## src/sv/mgsp_pkg.sv

```systemverilog
// Shared types and constants for the multistage graph shortest path unit.
// Used by every module of the block except mgsp_ram; depends on nothing.
`timescale 1ns / 1ps

package mgsp_pkg;

  // Fixed field widths of the ports
  localparam int INDEX_BITS       = 5;
  localparam int WEIGHT_IN_BITS   = 16;
  localparam int COUNT_BITS       = 6;
  localparam int DIST_BITS        = 21;

  // Distance saturation point and register reset value
  localparam logic [DIST_BITS-1:0]  DIST_MAX         = {DIST_BITS{1'b1}};
  localparam logic [COUNT_BITS-1:0] NODE_COUNT_RESET = COUNT_BITS'(8);
  localparam int                    MIN_NODES        = 2;

  // Defaults for the top-level parameters
  localparam int MAX_NODES_DEFAULT   = 32;
  localparam int WEIGHT_BITS_DEFAULT = 16;

  // Controller states
  typedef enum logic [2:0] {
    ST_CLEAR,
    ST_IDLE,
    ST_INIT,
    ST_ROW,
    ST_DRAIN,
    ST_STORE,
    ST_DONE
  } state_t;

  // Commands from controller to datapath
  typedef struct packed {
    logic clr_step;   // write one absent entry of the clearing pass
    logic load_wr;    // write the accepted edge entry
    logic init;       // zero the last node, set up the first row
    logic issue;      // read edge (i,j) and distance j
    logic j_step;     // advance the successor index
    logic store;      // write the row minimum into node i
    logic i_step;     // move to the previous row
    logic out_load;   // capture node 0's distance into the output register
  } ctrl_cmd_t;

  // Status from datapath to controller
  typedef struct packed {
    logic clr_last;   // clearing pass at the final entry
    logic j_last;     // successor index at the last node
    logic i_zero;     // current row is node 0
    logic out_free;   // output register can take a new result
  } dp_status_t;

endpackage

```

## src/sv/mgsp_ctrl.sv

```systemverilog
// Sequencing state machine: clearing pass, load writes, and the backward
// row/successor sweep of a solve. Depends on mgsp_pkg.
`timescale 1ns / 1ps

module mgsp_ctrl (
  input  logic                clk,
  input  logic                rst,
  input  logic                in_valid,
  input  logic                solve_req,
  input  mgsp_pkg::dp_status_t status,
  output logic                in_stall,
  output mgsp_pkg::ctrl_cmd_t cmd
);

  import mgsp_pkg::*;

  state_t state, state_next;

  // State register
  always_ff @(posedge clk) begin
    if (rst) begin
      state <= ST_CLEAR;
    end else begin
      state <= state_next;
    end
  end

  // Next state
  always_comb begin
    state_next = state;
    unique case (state)
      ST_CLEAR: begin
        if (status.clr_last) state_next = ST_IDLE;
      end
      ST_IDLE: begin
        if (in_valid && solve_req) state_next = ST_INIT;
      end
      ST_INIT: state_next = ST_ROW;
      ST_ROW: begin
        if (status.j_last) state_next = ST_DRAIN;
      end
      ST_DRAIN: state_next = ST_STORE;
      ST_STORE: begin
        state_next = status.i_zero ? ST_DONE : ST_ROW;
      end
      ST_DONE: begin
        if (status.out_free) state_next = ST_IDLE;
      end
      default: state_next = ST_CLEAR;
    endcase
  end

  // Outputs
  always_comb begin
    cmd      = '0;
    in_stall = 1'b1;
    unique case (state)
      ST_CLEAR: cmd.clr_step = 1'b1;
      ST_IDLE: begin
        in_stall    = 1'b0;
        cmd.load_wr = in_valid && !solve_req;
      end
      ST_INIT: cmd.init = 1'b1;
      ST_ROW: begin
        cmd.issue  = 1'b1;
        cmd.j_step = !status.j_last;
      end
      ST_DRAIN: ;
      ST_STORE: begin
        cmd.store  = 1'b1;
        cmd.i_step = !status.i_zero;
      end
      ST_DONE: cmd.out_load = status.out_free;
      default: ;
    endcase
  end

endmodule

```

## config.mk

```make
export PLATFORM = sky130hd
export DESIGN_NAME = mgsp_ctrl
export DESIGN_NICKNAME = d
export VERILOG_FILES = /design/src/sv/mgsp_pkg.sv /design/src/sv/mgsp_ctrl.sv
export SDC_FILE = /design/constraint.sdc
export NUM_CORES = 1
export LEC_CHECK = 0
export ABC_AREA = 1
export BUFFER_PORTS_ARGS = -buffer_cell sky130_fd_sc_hd__buf_2
export CELL_PAD_IN_SITES_DETAIL_PLACEMENT = 2
export CELL_PAD_IN_SITES_GLOBAL_PLACEMENT = 2
export CORE_MARGIN = 2
export CORE_UTILIZATION = 15
export CTS_CLUSTER_DIAMETER = 50
export CTS_CLUSTER_SIZE = 30
export DETAILED_ROUTE_END_ITERATION = 7
export PLACE_DENSITY_LB_ADDON = 0.1
export SLEW_MARGIN = 20
export SYNTH_ARGS = -nofsm -noshare
export SYNTH_HDL_FRONTEND = slang
export SYNTH_SLANG_ARGS = --single-unit
export TNS_END_PERCENT = 20
```

## constraint.sdc

```tcl
create_clock -name clk -period 1.2 [get_ports clk]
set_clock_uncertainty 0.2 [all_clocks]
set_input_delay 0.12 -clock clk [delete_from_list [all_inputs] [get_ports clk]]
set_output_delay 0.12 -clock clk [all_outputs]
set_load 0.005 [all_outputs]
```

==> results.tsv, run 1 <==
stage	metric	value	unit
clock_tree	Num CTS Buffers	3	
synthesis	Seq/Total Area, Yosys	22.2	%
hold_path	Hold EP	state[0]$_SDFFE_PP0P_	
sta	final setup violation count	12	
cells_and_area	fraction of layout cells with a size suffix above 1	67.5	%
placed_design	IO buf count	16	
detailed_routing	Routed Antenna Nets	0	
cells_and_area	Area Overhead vs Synth	118	%
clock_tree	Max Root-Sink Buffers	2	
worst_setup_path	Worst Reg-to-Reg Cells	7	
placed_design	DP Area	444	µm²
sta	Slew headroom	90.1	%
clock_tree	CTS clock-pin slew for the worst setup and hold paths	0.04	ns
sta	RSZ-0062 raised after global routing	true	
power_and_ir_drop	Flop pwr share	20.1	%
clock_tree	CTS tree	done	
power_and_ir_drop	maximum vdd drop	660	µV
sta	Final Slew Violations	0	
placed_design	Cells after DPL	96	
worst_setup_path	CP startpoint kind	register	
power_and_ir_drop	Net Sw Frac	43.5	%
synthesis	Avg Cell Area, Syn	5.52	µm²
placed_design	detailed placement HPWL	867	µm
sta	Final min period	1.42	ns
detailed_routing	Via Count	434	
placed_design	pre-CTS WS	-0.299	ns
cells_and_area	biggest regs	state (3)	
grt	remaining global-route overflow	0	
worst_setup_path	flop2flop setup slack	-0.21	ns
cells_and_area	commonest non-fill, non-tap cell in the layout	buf_2	
floorplanning	Die H	46.4	µm
synthesis	syn_nets	57	
worst_setup_path	Worst setup EP type	primary output	
detailed_routing	WL/cell	10.7	µm
power_and_ir_drop	switching power	0.516	mW
floorplanning	core area	0.00171	mm²
grt	first-pass GRT wire length	1980	µm
cells_and_area	Non-Filler Instances	108	
floorplanning	Initial Utilization	15.8	%
hold_path	Min-Delay Path Depth	6	
synthesis	Ys Warns	0	
detailed_routing	DRT iter0 DRCs	3	
clock_tree	Sinks on Clock Net	3	
worst_setup_path	critical path peak fanout	6	
grt	largest net degree at the start of global routing	7	
synthesis	Synth cell types	15	
outcome	status	finished with violations	
floorplanning	row count	15	
floorplanning	Die W	46.4	µm
hold_path	Hold Crit Start	status[1]	
power_and_ir_drop	Gate power share	63.2	%
sta	Slew @ Worst Pin	0.148	ns
power_and_ir_drop	Pleak	0.326	nW
power_and_ir_drop	Pwr Total	1.18	mW
cells_and_area	Finished Core Util	34.4	%
sta	crit share post-route	118	%
placed_design	RD Place Congestion	0.614	
synthesis	Mapped Cells	49	
cells_and_area	Largest Register	state	
worst_setup_path	worst flop-to-flop path endpoint	state[2]$_SDFFE_PP0P_	
grt	initial antenna violation count	0	
power_and_ir_drop	Clock power frac	16.6	%
sta	Fin. Hold Viols	0	
hold_path	Hold Crit Class	in2reg	
worst_setup_path	CP arrival	1.10	ns
worst_setup_path	Crit path required time	0.88	ns
detailed_routing	drt drc	0	
sta	Hold WS	0.0940	ns
worst_setup_path	reg2reg start	state[0]$_SDFFE_PP0P_	
sta	final worst setup slack	-0.218	ns
cells_and_area	max reg flops	3	
detailed_routing	total iterations of the first detailed-routing run	3	
power_and_ir_drop	Pwr Density	2010	mW/mm²
sta	setup TNS	-2.08	ns
cells_and_area	NumNets Final	92	
worst_setup_path	critical path class	reg2out	
sta	Fmax	705	MHz
floorplanning	# IOs	17	
clock_tree	H-tree Lvls	1	
cells_and_area	Antenna Cells	0	
cells_and_area	post-route cell area	588	µm²
clock_tree	Clock Root Buffer	clkbuf_4	
clock_tree	Skew-Pair Late Insertion Delay	0.25	ns
grt	Global Route Usage Sum	13.4	%
detailed_routing	Detailed Route WL	1160	µm
grt	vias in the first global route	494	
power_and_ir_drop	internal power	0.669	mW
floorplanning	die area	0.00216	mm²
synthesis	Yosys reg bits	3	
cells_and_area	most frequent cells in the layout	16 x buf_2, 13 x buf_4, 8 x inv_1	
synthesis	Post-Syn Area	270	µm²
detailed_routing	via/cell ratio	4.02	
outcome	failing checks	setup timing	
flow_run	Max Cap Viol	0	
## cell type report
class | count | area, µm²
repair buffers | 31 | 199
inverters | 11 | 48.8
clock buffers | 4 | 26.3
fillers | 216 | 1120
flip-flops and latches | 3 | 71.3
well taps | 25 | 31.3
multi-input cells | 34 | 211
## cell families (layout without fill, tap and decap cells)
group,after synthesis,after routing,share of synthesized area [%]
AOI/OAI and AO/OA,4,4,8.33
buffers and inverters,12,46,18.1
DFF,3,3,22.2
and+or+nand+nor,30,30,51.4
## worst max-delay path by stage
stage / startpoint / endpoint / slack [ns] / depth (start not counted)
6_report: state[1]$_SDFFE_PP0P_ / cmd[6] / -0.22 / 4
5_1_grt: state[0]$_SDFFE_PP0P_ / cmd[3] / -0.29 / 6
4_1_cts: state[0]$_SDFFE_PP0P_ / cmd[6] / -0.27 / 5
3_5_place_dp: state[0]$_SDFFE_PP0P_ / state[2]$_SDFFE_PP0P_ / -0.30 / 7
3_3_place_gp: state[0]$_SDFFE_PP0P_ / state[2]$_SDFFE_PP0P_ / -0.26 / 7
2_1_floorplan: state[0]$_SDFFE_PP0P_ / state[2]$_SDFFE_PP0P_ / -0.05 / 8
## routing by layer
layer	vias to the layer above	part of all wire [%]	GRT usage (%)
met4	0	2.2	10.3
met3	2	3.3	0.392
met2	11	55	25.6
li1	214	-	-
met1	207	40	13.2
met5	-	0	0
## Yosys cell counts
cell type	number	share of area, %
inv_2	3	4.2
nor2_1	7	9.7
o21bai_1	1	2.8
nand3_1	3	5.6
nor2_2	3	6.9
dfxtp_1	3	22
nand2_2	2	4.6
nand2_1	10	14
buf_4	1	2.8
inv_1	8	11
or2_1	1	2.3
o21ai_1	1	1.9
nor3_1	3	5.6
a21oi_1	2	3.7
nor3b_1	1	2.8
## power groups by stage
stage / sequential [mW] / combinational, mW / clock (mW)
finish: 0.238 / 0.749 / 0.197
detailed placement: 0.225 / 0.538 / 0
global route: 0.249 / 0.837 / 0.201
floorplan: 0.186 / 0.351 / 0
CTS: 0.234 / 0.738 / 0.199
global placement: 0.220 / 0.542 / 0
## critical path, stage by stage, from the launching register on
cell and delay (ns):
dfxtp_4 0.37, nor2_4 0.12, nand2_2 0.06, nor3b_2 0.15
buf_2 0.14
## what timing repair did
action / CTS / global route
buffers inserted: 7 / 0
endpoints found under the hold margin: 3 / 0
resized for setup: 14 / 4
endpoints found under the setup margin: 12 / 12
hold buffers: 1 / 0
pin swaps: 9 / 3
Power figures use the tool's default switching activity.
==> inputs of run 2 (changes only) <==
Settings changed: SETUP_SLACK_MARGIN from default to 0.2.
==> results.tsv, run 2 (synthesis results as in run 1) <==
stage	metric	value	unit
floorplanning	core area	0.00171	mm²
floorplanning	Die H	46.4	µm
worst_setup_path	Crit path required time	0.88	ns
detailed_routing	Via Count	430	
power_and_ir_drop	Pwr Density	2050	mW/mm²
sta	RSZ-0062 raised after global routing	true	
power_and_ir_drop	Gate power share	63.2	%
sta	final setup violation count	12	
sta	Fmax	705	MHz
detailed_routing	drt drc	0	
power_and_ir_drop	Flop pwr share	20.2	%
cells_and_area	max reg flops	3	
detailed_routing	Detailed Route WL	1150	µm
detailed_routing	Routed Antenna Nets	0	
cells_and_area	Largest Register	state	
cells_and_area	commonest non-fill, non-tap cell in the layout	buf_2	
clock_tree	CTS clock-pin slew for the worst setup and hold paths	0.04	ns
grt	first-pass GRT wire length	1980	µm
power_and_ir_drop	maximum vdd drop	660	µV
grt	largest net degree at the start of global routing	7	
clock_tree	Max Root-Sink Buffers	2	
grt	vias in the first global route	494	
cells_and_area	Non-Filler Instances	107	
power_and_ir_drop	Pleak	0.322	nW
floorplanning	# IOs	17	
placed_design	RD Place Congestion	0.614	
placed_design	Cells after DPL	96	
outcome	status	finished with violations	
sta	crit share post-route	118	%
detailed_routing	DRT iter0 DRCs	3	
power_and_ir_drop	Clock power frac	16.7	%
cells_and_area	Area Overhead vs Synth	114	%
power_and_ir_drop	switching power	0.515	mW
grt	remaining global-route overflow	0	
sta	Slew headroom	90.1	%
clock_tree	H-tree Lvls	1	
cells_and_area	Antenna Cells	0	
sta	final worst setup slack	-0.218	ns
cells_and_area	# fillers	218	
clock_tree	Sinks on Clock Net	3	
clock_tree	Clock Root Buffer	clkbuf_4	
detailed_routing	total iterations of the first detailed-routing run	3	
worst_setup_path	Worst setup EP type	primary output	
worst_setup_path	CP arrival	1.10	ns
power_and_ir_drop	Net Sw Frac	43.6	%
floorplanning	Initial Utilization	15.8	%
placed_design	detailed placement HPWL	867	µm
cells_and_area	fraction of layout cells with a size suffix above 1	68.3	%
placed_design	IO buf count	16	
clock_tree	CTS tree	done	
floorplanning	Die W	46.4	µm
power_and_ir_drop	internal power	0.667	mW
worst_setup_path	critical path peak fanout	6	
worst_setup_path	CP startpoint kind	register	
sta	Final min period	1.42	ns
sta	Fin. Hold Viols	3	
outcome	failing checks	hold timing, setup timing	
grt	initial antenna violation count	0	
clock_tree	Skew-Pair Late Insertion Delay	0.25	ns
cells_and_area	Multi-input gate area	211	µm²
floorplanning	row count	15	
hold_path	Hold Crit Class	in2reg	
cells_and_area	biggest regs	state (3)	
sta	Hold WS	-0.0572	ns
cells_and_area	most frequent cells in the layout	16 x buf_2, 13 x buf_4, 8 x inv_1	
placed_design	pre-CTS WS	-0.299	ns
clock_tree	Num CTS Buffers	3	
floorplanning	die area	0.00216	mm²
detailed_routing	via/cell ratio	4.02	
sta	Slew @ Worst Pin	0.148	ns
cells_and_area	NumNets Final	91	
grt	Global Route Usage Sum	13.4	%
worst_setup_path	critical path class	reg2out	
cells_and_area	Sequential cell area	71.3	µm²
detailed_routing	WL/cell	10.8	µm
sta	Final Slew Violations	0	
flow_run	Max Cap Viol	0	
[run 2: stage by stage]
step | cell area [µm²] | hold WS [ns] | total power, mW | utilization [%] | setup TNS [ns]
6_report | 578 | -0.0572 | 1.18 | 33.8 | -2.08
4_1_cts | 568 | -0.0620 | 1.17 | 33.3 | -2.12
3_3_place_gp | 444 | 0.198 | 0.762 | 26.0 | -0.767
2_1_floorplan | 292 | 0.0732 | 0.536 | - | -0.0612
5_1_grt | 578 | -0.0232 | 1.29 | 33.8 | -2.84
3_5_place_dp | 444 | 0.195 | 0.762 | 26.0 | -1.18
[run 2: critical path: stages, from the launching register on]
cell	delay, ns
dfxtp_4	0.37
nor2_4	0.12
nand2_2	0.06
nor3b_2	0.15
buf_2	0.14
[run 2: area by class of cell]
type / count / share of cell area (%)
clock buffer: 4 / 4.55
inverter: 11 / 8.44
multi-input combinational: 34 / 36.6
sequential: 3 / 12.3
tap: 25 / 5.41
timing repair buffer: 30 / 32.7
[run 2: per-layer routing]
metal	track usage, %	vias up	share of wire (%)
li1	-	212	-
met1	13.2	205	40
met2	25.6	11	55
met3	0.392	2	3.4
met4	10.3	0	2.2
met5	0	-	0
[run 2: timing repair]
| action | CTS | global route |
|---|---|---|
| pin swaps | 9 | 3 |
| resized for setup | 14 | 4 |
| setup buffers | 7 | 0 |
| setup endpoints to repair | 12 | 12 |
| endpoints found under the hold margin | 3 | 2 |
[run 2: final timing paths]
path                                            start               endpoint  slack, ns  cells past startpoint
worst max-delay path            state[1]$_SDFFE_PP0P_                 cmd[6]      -0.22                      4
worst max register to register  state[0]$_SDFFE_PP0P_  state[2]$_SDFFE_PP0P_      -0.21                      7
worst min register to register  state[2]$_SDFFE_PP0P_  state[1]$_SDFFE_PP0P_       0.48                      3
worst min-delay path                              rst  state[2]$_SDFFE_PP0P_      -0.06                      4
[run 2: power groups by stage]
stage	Combinational (mW)	Clock [mW]	Sequential [mW]
2_1_floorplan	0.351	0	0.186
3_3_place_gp	0.542	0	0.220
3_5_place_dp	0.538	0	0.225
4_1_cts	0.735	0.199	0.234
5_1_grt	0.835	0.201	0.249
6_report	0.747	0.197	0.238
==> inputs of run 3 (changes only) <==
Settings changed: ABC_AREA 1 to 0, CORE_UTILIZATION 15 to 18.
==> results.tsv, run 3 <==
stage	metric	value	unit
detailed_routing	total iterations of the first detailed-routing run	1	
synthesis	most frequent cell after synthesis	nor2_1	
synthesis	share of the synthesized area in the top cell type	20.3	%
clock_tree	Num CTS Buffers	3	
worst_setup_path	critical path peak fanout	4	
placed_design	Cells after DPL	81	
flow_run	Max Cap Viol	0	
cells_and_area	Antenna Cells	0	
worst_setup_path	Crit path required time	0.88	ns
synthesis	Area contributors post-synth	dfxtp_1 20%, a31oi_4 7.2%, a21oi_1 5.1%	
synthesis	Avg Cell Area, Syn	7.60	µm²
worst_setup_path	critical path class	reg2out	
synthesis	FFs w/ async S/R, synth	0	%
floorplanning	row count	14	
cells_and_area	most frequent cells in the layout	16 x buf_2, 13 x buf_4, 3 x nor2_1, 3 x clkbuf_4, 3 x buf_6	
grt	vias in the first global route	436	
cells_and_area	biggest regs	state (3)	
cells_and_area	commonest non-fill, non-tap cell in the layout	buf_2	
floorplanning	Die W	44.6	µm
grt	initial antenna violation count	0	
synthesis	Seq/Total Area, Yosys	20.3	%
sta	final setup violation count	12	
cells_and_area	# fillers	180	
floorplanning	die area	0.00199	mm²
synthesis	Ys Warns	0	
floorplanning	core area	0.00152	mm²
synthesis	Post-Syn Area	297	µm²
clock_tree	CTS tree	done	
sta	Hold WS	-0.0943	ns
detailed_routing	Detailed Route WL	1400	µm
worst_setup_path	CP startpoint kind	register	
clock_tree	H-tree Lvls	1	
power_and_ir_drop	Pleak	0.280	nW
grt	remaining global-route overflow	0	
power_and_ir_drop	maximum vdd drop	646	µV
grt	largest net degree at the start of global routing	11	
sta	Slew @ Worst Pin	0.225	ns
detailed_routing	via/cell ratio	4.84	
cells_and_area	Area Overhead vs Synth	97.9	%
clock_tree	Sinks on Clock Net	3	
sta	Final Slew Violations	0	
floorplanning	Die H	44.6	µm
power_and_ir_drop	Pwr Density	2370	mW/mm²
synthesis	Post-synth top cells	4 x nor2_1, 3 x a21oi_1, 3 x dfxtp_1, 3 x nand2_1	
placed_design	RD Place Congestion	0.673	
placed_design	pre-CTS WS	-0.251	ns
synthesis	prevailing post-synth register cell	dfxtp_1	
floorplanning	# IOs	17	
clock_tree	Clock Root Buffer	clkbuf_4	
synthesis	Synth cell types	24	
synthesis	Post-synth EDFFs	0	
sta	Final min period	1.52	ns
worst_setup_path	Worst setup EP type	primary output	
floorplanning	Initial Utilization	19.5	%
cells_and_area	Non-Filler Instances	88	
synthesis	syn_nets	47	
placed_design	IO buf count	16	
sta	Slew headroom	85.0	%
synthesis	Yosys reg bits	3	
detailed_routing	WL/cell	15.9	µm
detailed_routing	Via Count	426	
synthesis	Mapped Cells	39	
cells_and_area	fraction of layout cells with a size suffix above 1	69.4	%
sta	RSZ-0062 raised after global routing	true	
sta	crit share post-route	127	%
sta	Fmax	659	MHz
sta	setup TNS	-2.94	ns
worst_setup_path	CP arrival	1.20	ns
grt	first-pass GRT wire length	2000	µm
outcome	failing checks	hold timing, setup timing	
sta	final worst setup slack	-0.318	ns
cells_and_area	Largest Register	state	
detailed_routing	DRT iter0 DRCs	0	
sta	Fin. Hold Viols	3	
hold_path	Hold Crit Class	in2reg	
synthesis	Synth area leader	dfxtp_1	
placed_design	detailed placement HPWL	1010	µm
detailed_routing	Routed Antenna Nets	0	
outcome	status	finished with violations	
clock_tree	CTS clock-pin slew for the worst setup and hold paths	0.04	ns
clock_tree	Skew-Pair Late Insertion Delay	0.23	ns
detailed_routing	drt drc	0	
grt	Global Route Usage Sum	14.4	%
cells_and_area	NumNets Final	81	
clock_tree	Max Root-Sink Buffers	2	
cells_and_area	max reg flops	3	
[run 3: cell types whose count changed after synthesis, moves of 3 or more]
cell and delta:
inv_1 -6, nor2_1 -3, nand2_1 -7, inv_2 -3
[run 3: final timing paths]
path	start	end	slack (ns)	depth (start not counted)
max reg2reg	state[0]$_SDFFE_PP0P_	state[0]$_SDFFE_PP0P_	-0.25	4
max	state[1]$_SDFFE_PP0P_	cmd[1]	-0.32	4
min	rst	state[2]$_SDFFE_PP0P_	-0.09	2
min reg2reg	state[0]$_SDFFE_PP0P_	state[0]$_SDFFE_PP0P_	0.40	2
[run 3: critical path: stages, from the launching register on]
cell	delay [ns]
dfxtp_4	0.34
buf_4	0.14
or2b_1	0.26
nor2_1	0.11
buf_2	0.12
[run 3: repair_timing]
action,4_1_cts,5_1_grt
pin swaps,5,6
gates resized for setup,11,7
endpoints found under the hold margin,3,3
setup buffers,2,1
endpoints found under the setup margin,12,12
[run 3: power breakdown]
part           total [mW]  leakage (nW)  switching, mW  internal (mW)
clock               0.173        0.0150         0.0486          0.124
sequential          0.238        0.0264         0.0759          0.162
combinational       0.978         0.238          0.439          0.539
[run 3: cells by family after synthesis]
kind of cell	after synthesis	synth area share, %
DFF	3	20.3
buffers and inverters	5	11.4
AOI/OAI and AO/OA	8	21.9
and+or+nand+nor	23	46.4
[run 3: layer usage]
layer	GRT usage [%]	vias to the layer above	share of wire, %
met5	0	-	0
met4	5.45	0	0
met3	2.45	0	2.3
met2	26.4	7	57
met1	16.2	211	41
li1	-	208	-
[run 3: final cells by class]
cell class	instances	area (µm²)	area share, %
Inverter	2	7.51	1.28
Sequential cell	3	68.8	11.7
Multi-Input combinational cell	31	253	43.1
Clock buffer	4	26.3	4.48
Tap cell	16	20.0	3.41
Timing Repair Buffer	32	211	36.0
[run 3: per-stage QoR]
| step | power, mW | cell area (µm²) | utilization, % |
|---|---|---|---|
| finish | 1.39 | 587 | 38.5 |
| global route | 1.50 | 587 | 38.5 |
| CTS | 1.28 | 546 | 35.8 |
| detailed placement | 0.938 | 469 | 30.8 |
| global placement | 0.901 | 469 | 30.8 |
| floorplan | 0.585 | 302 | - |
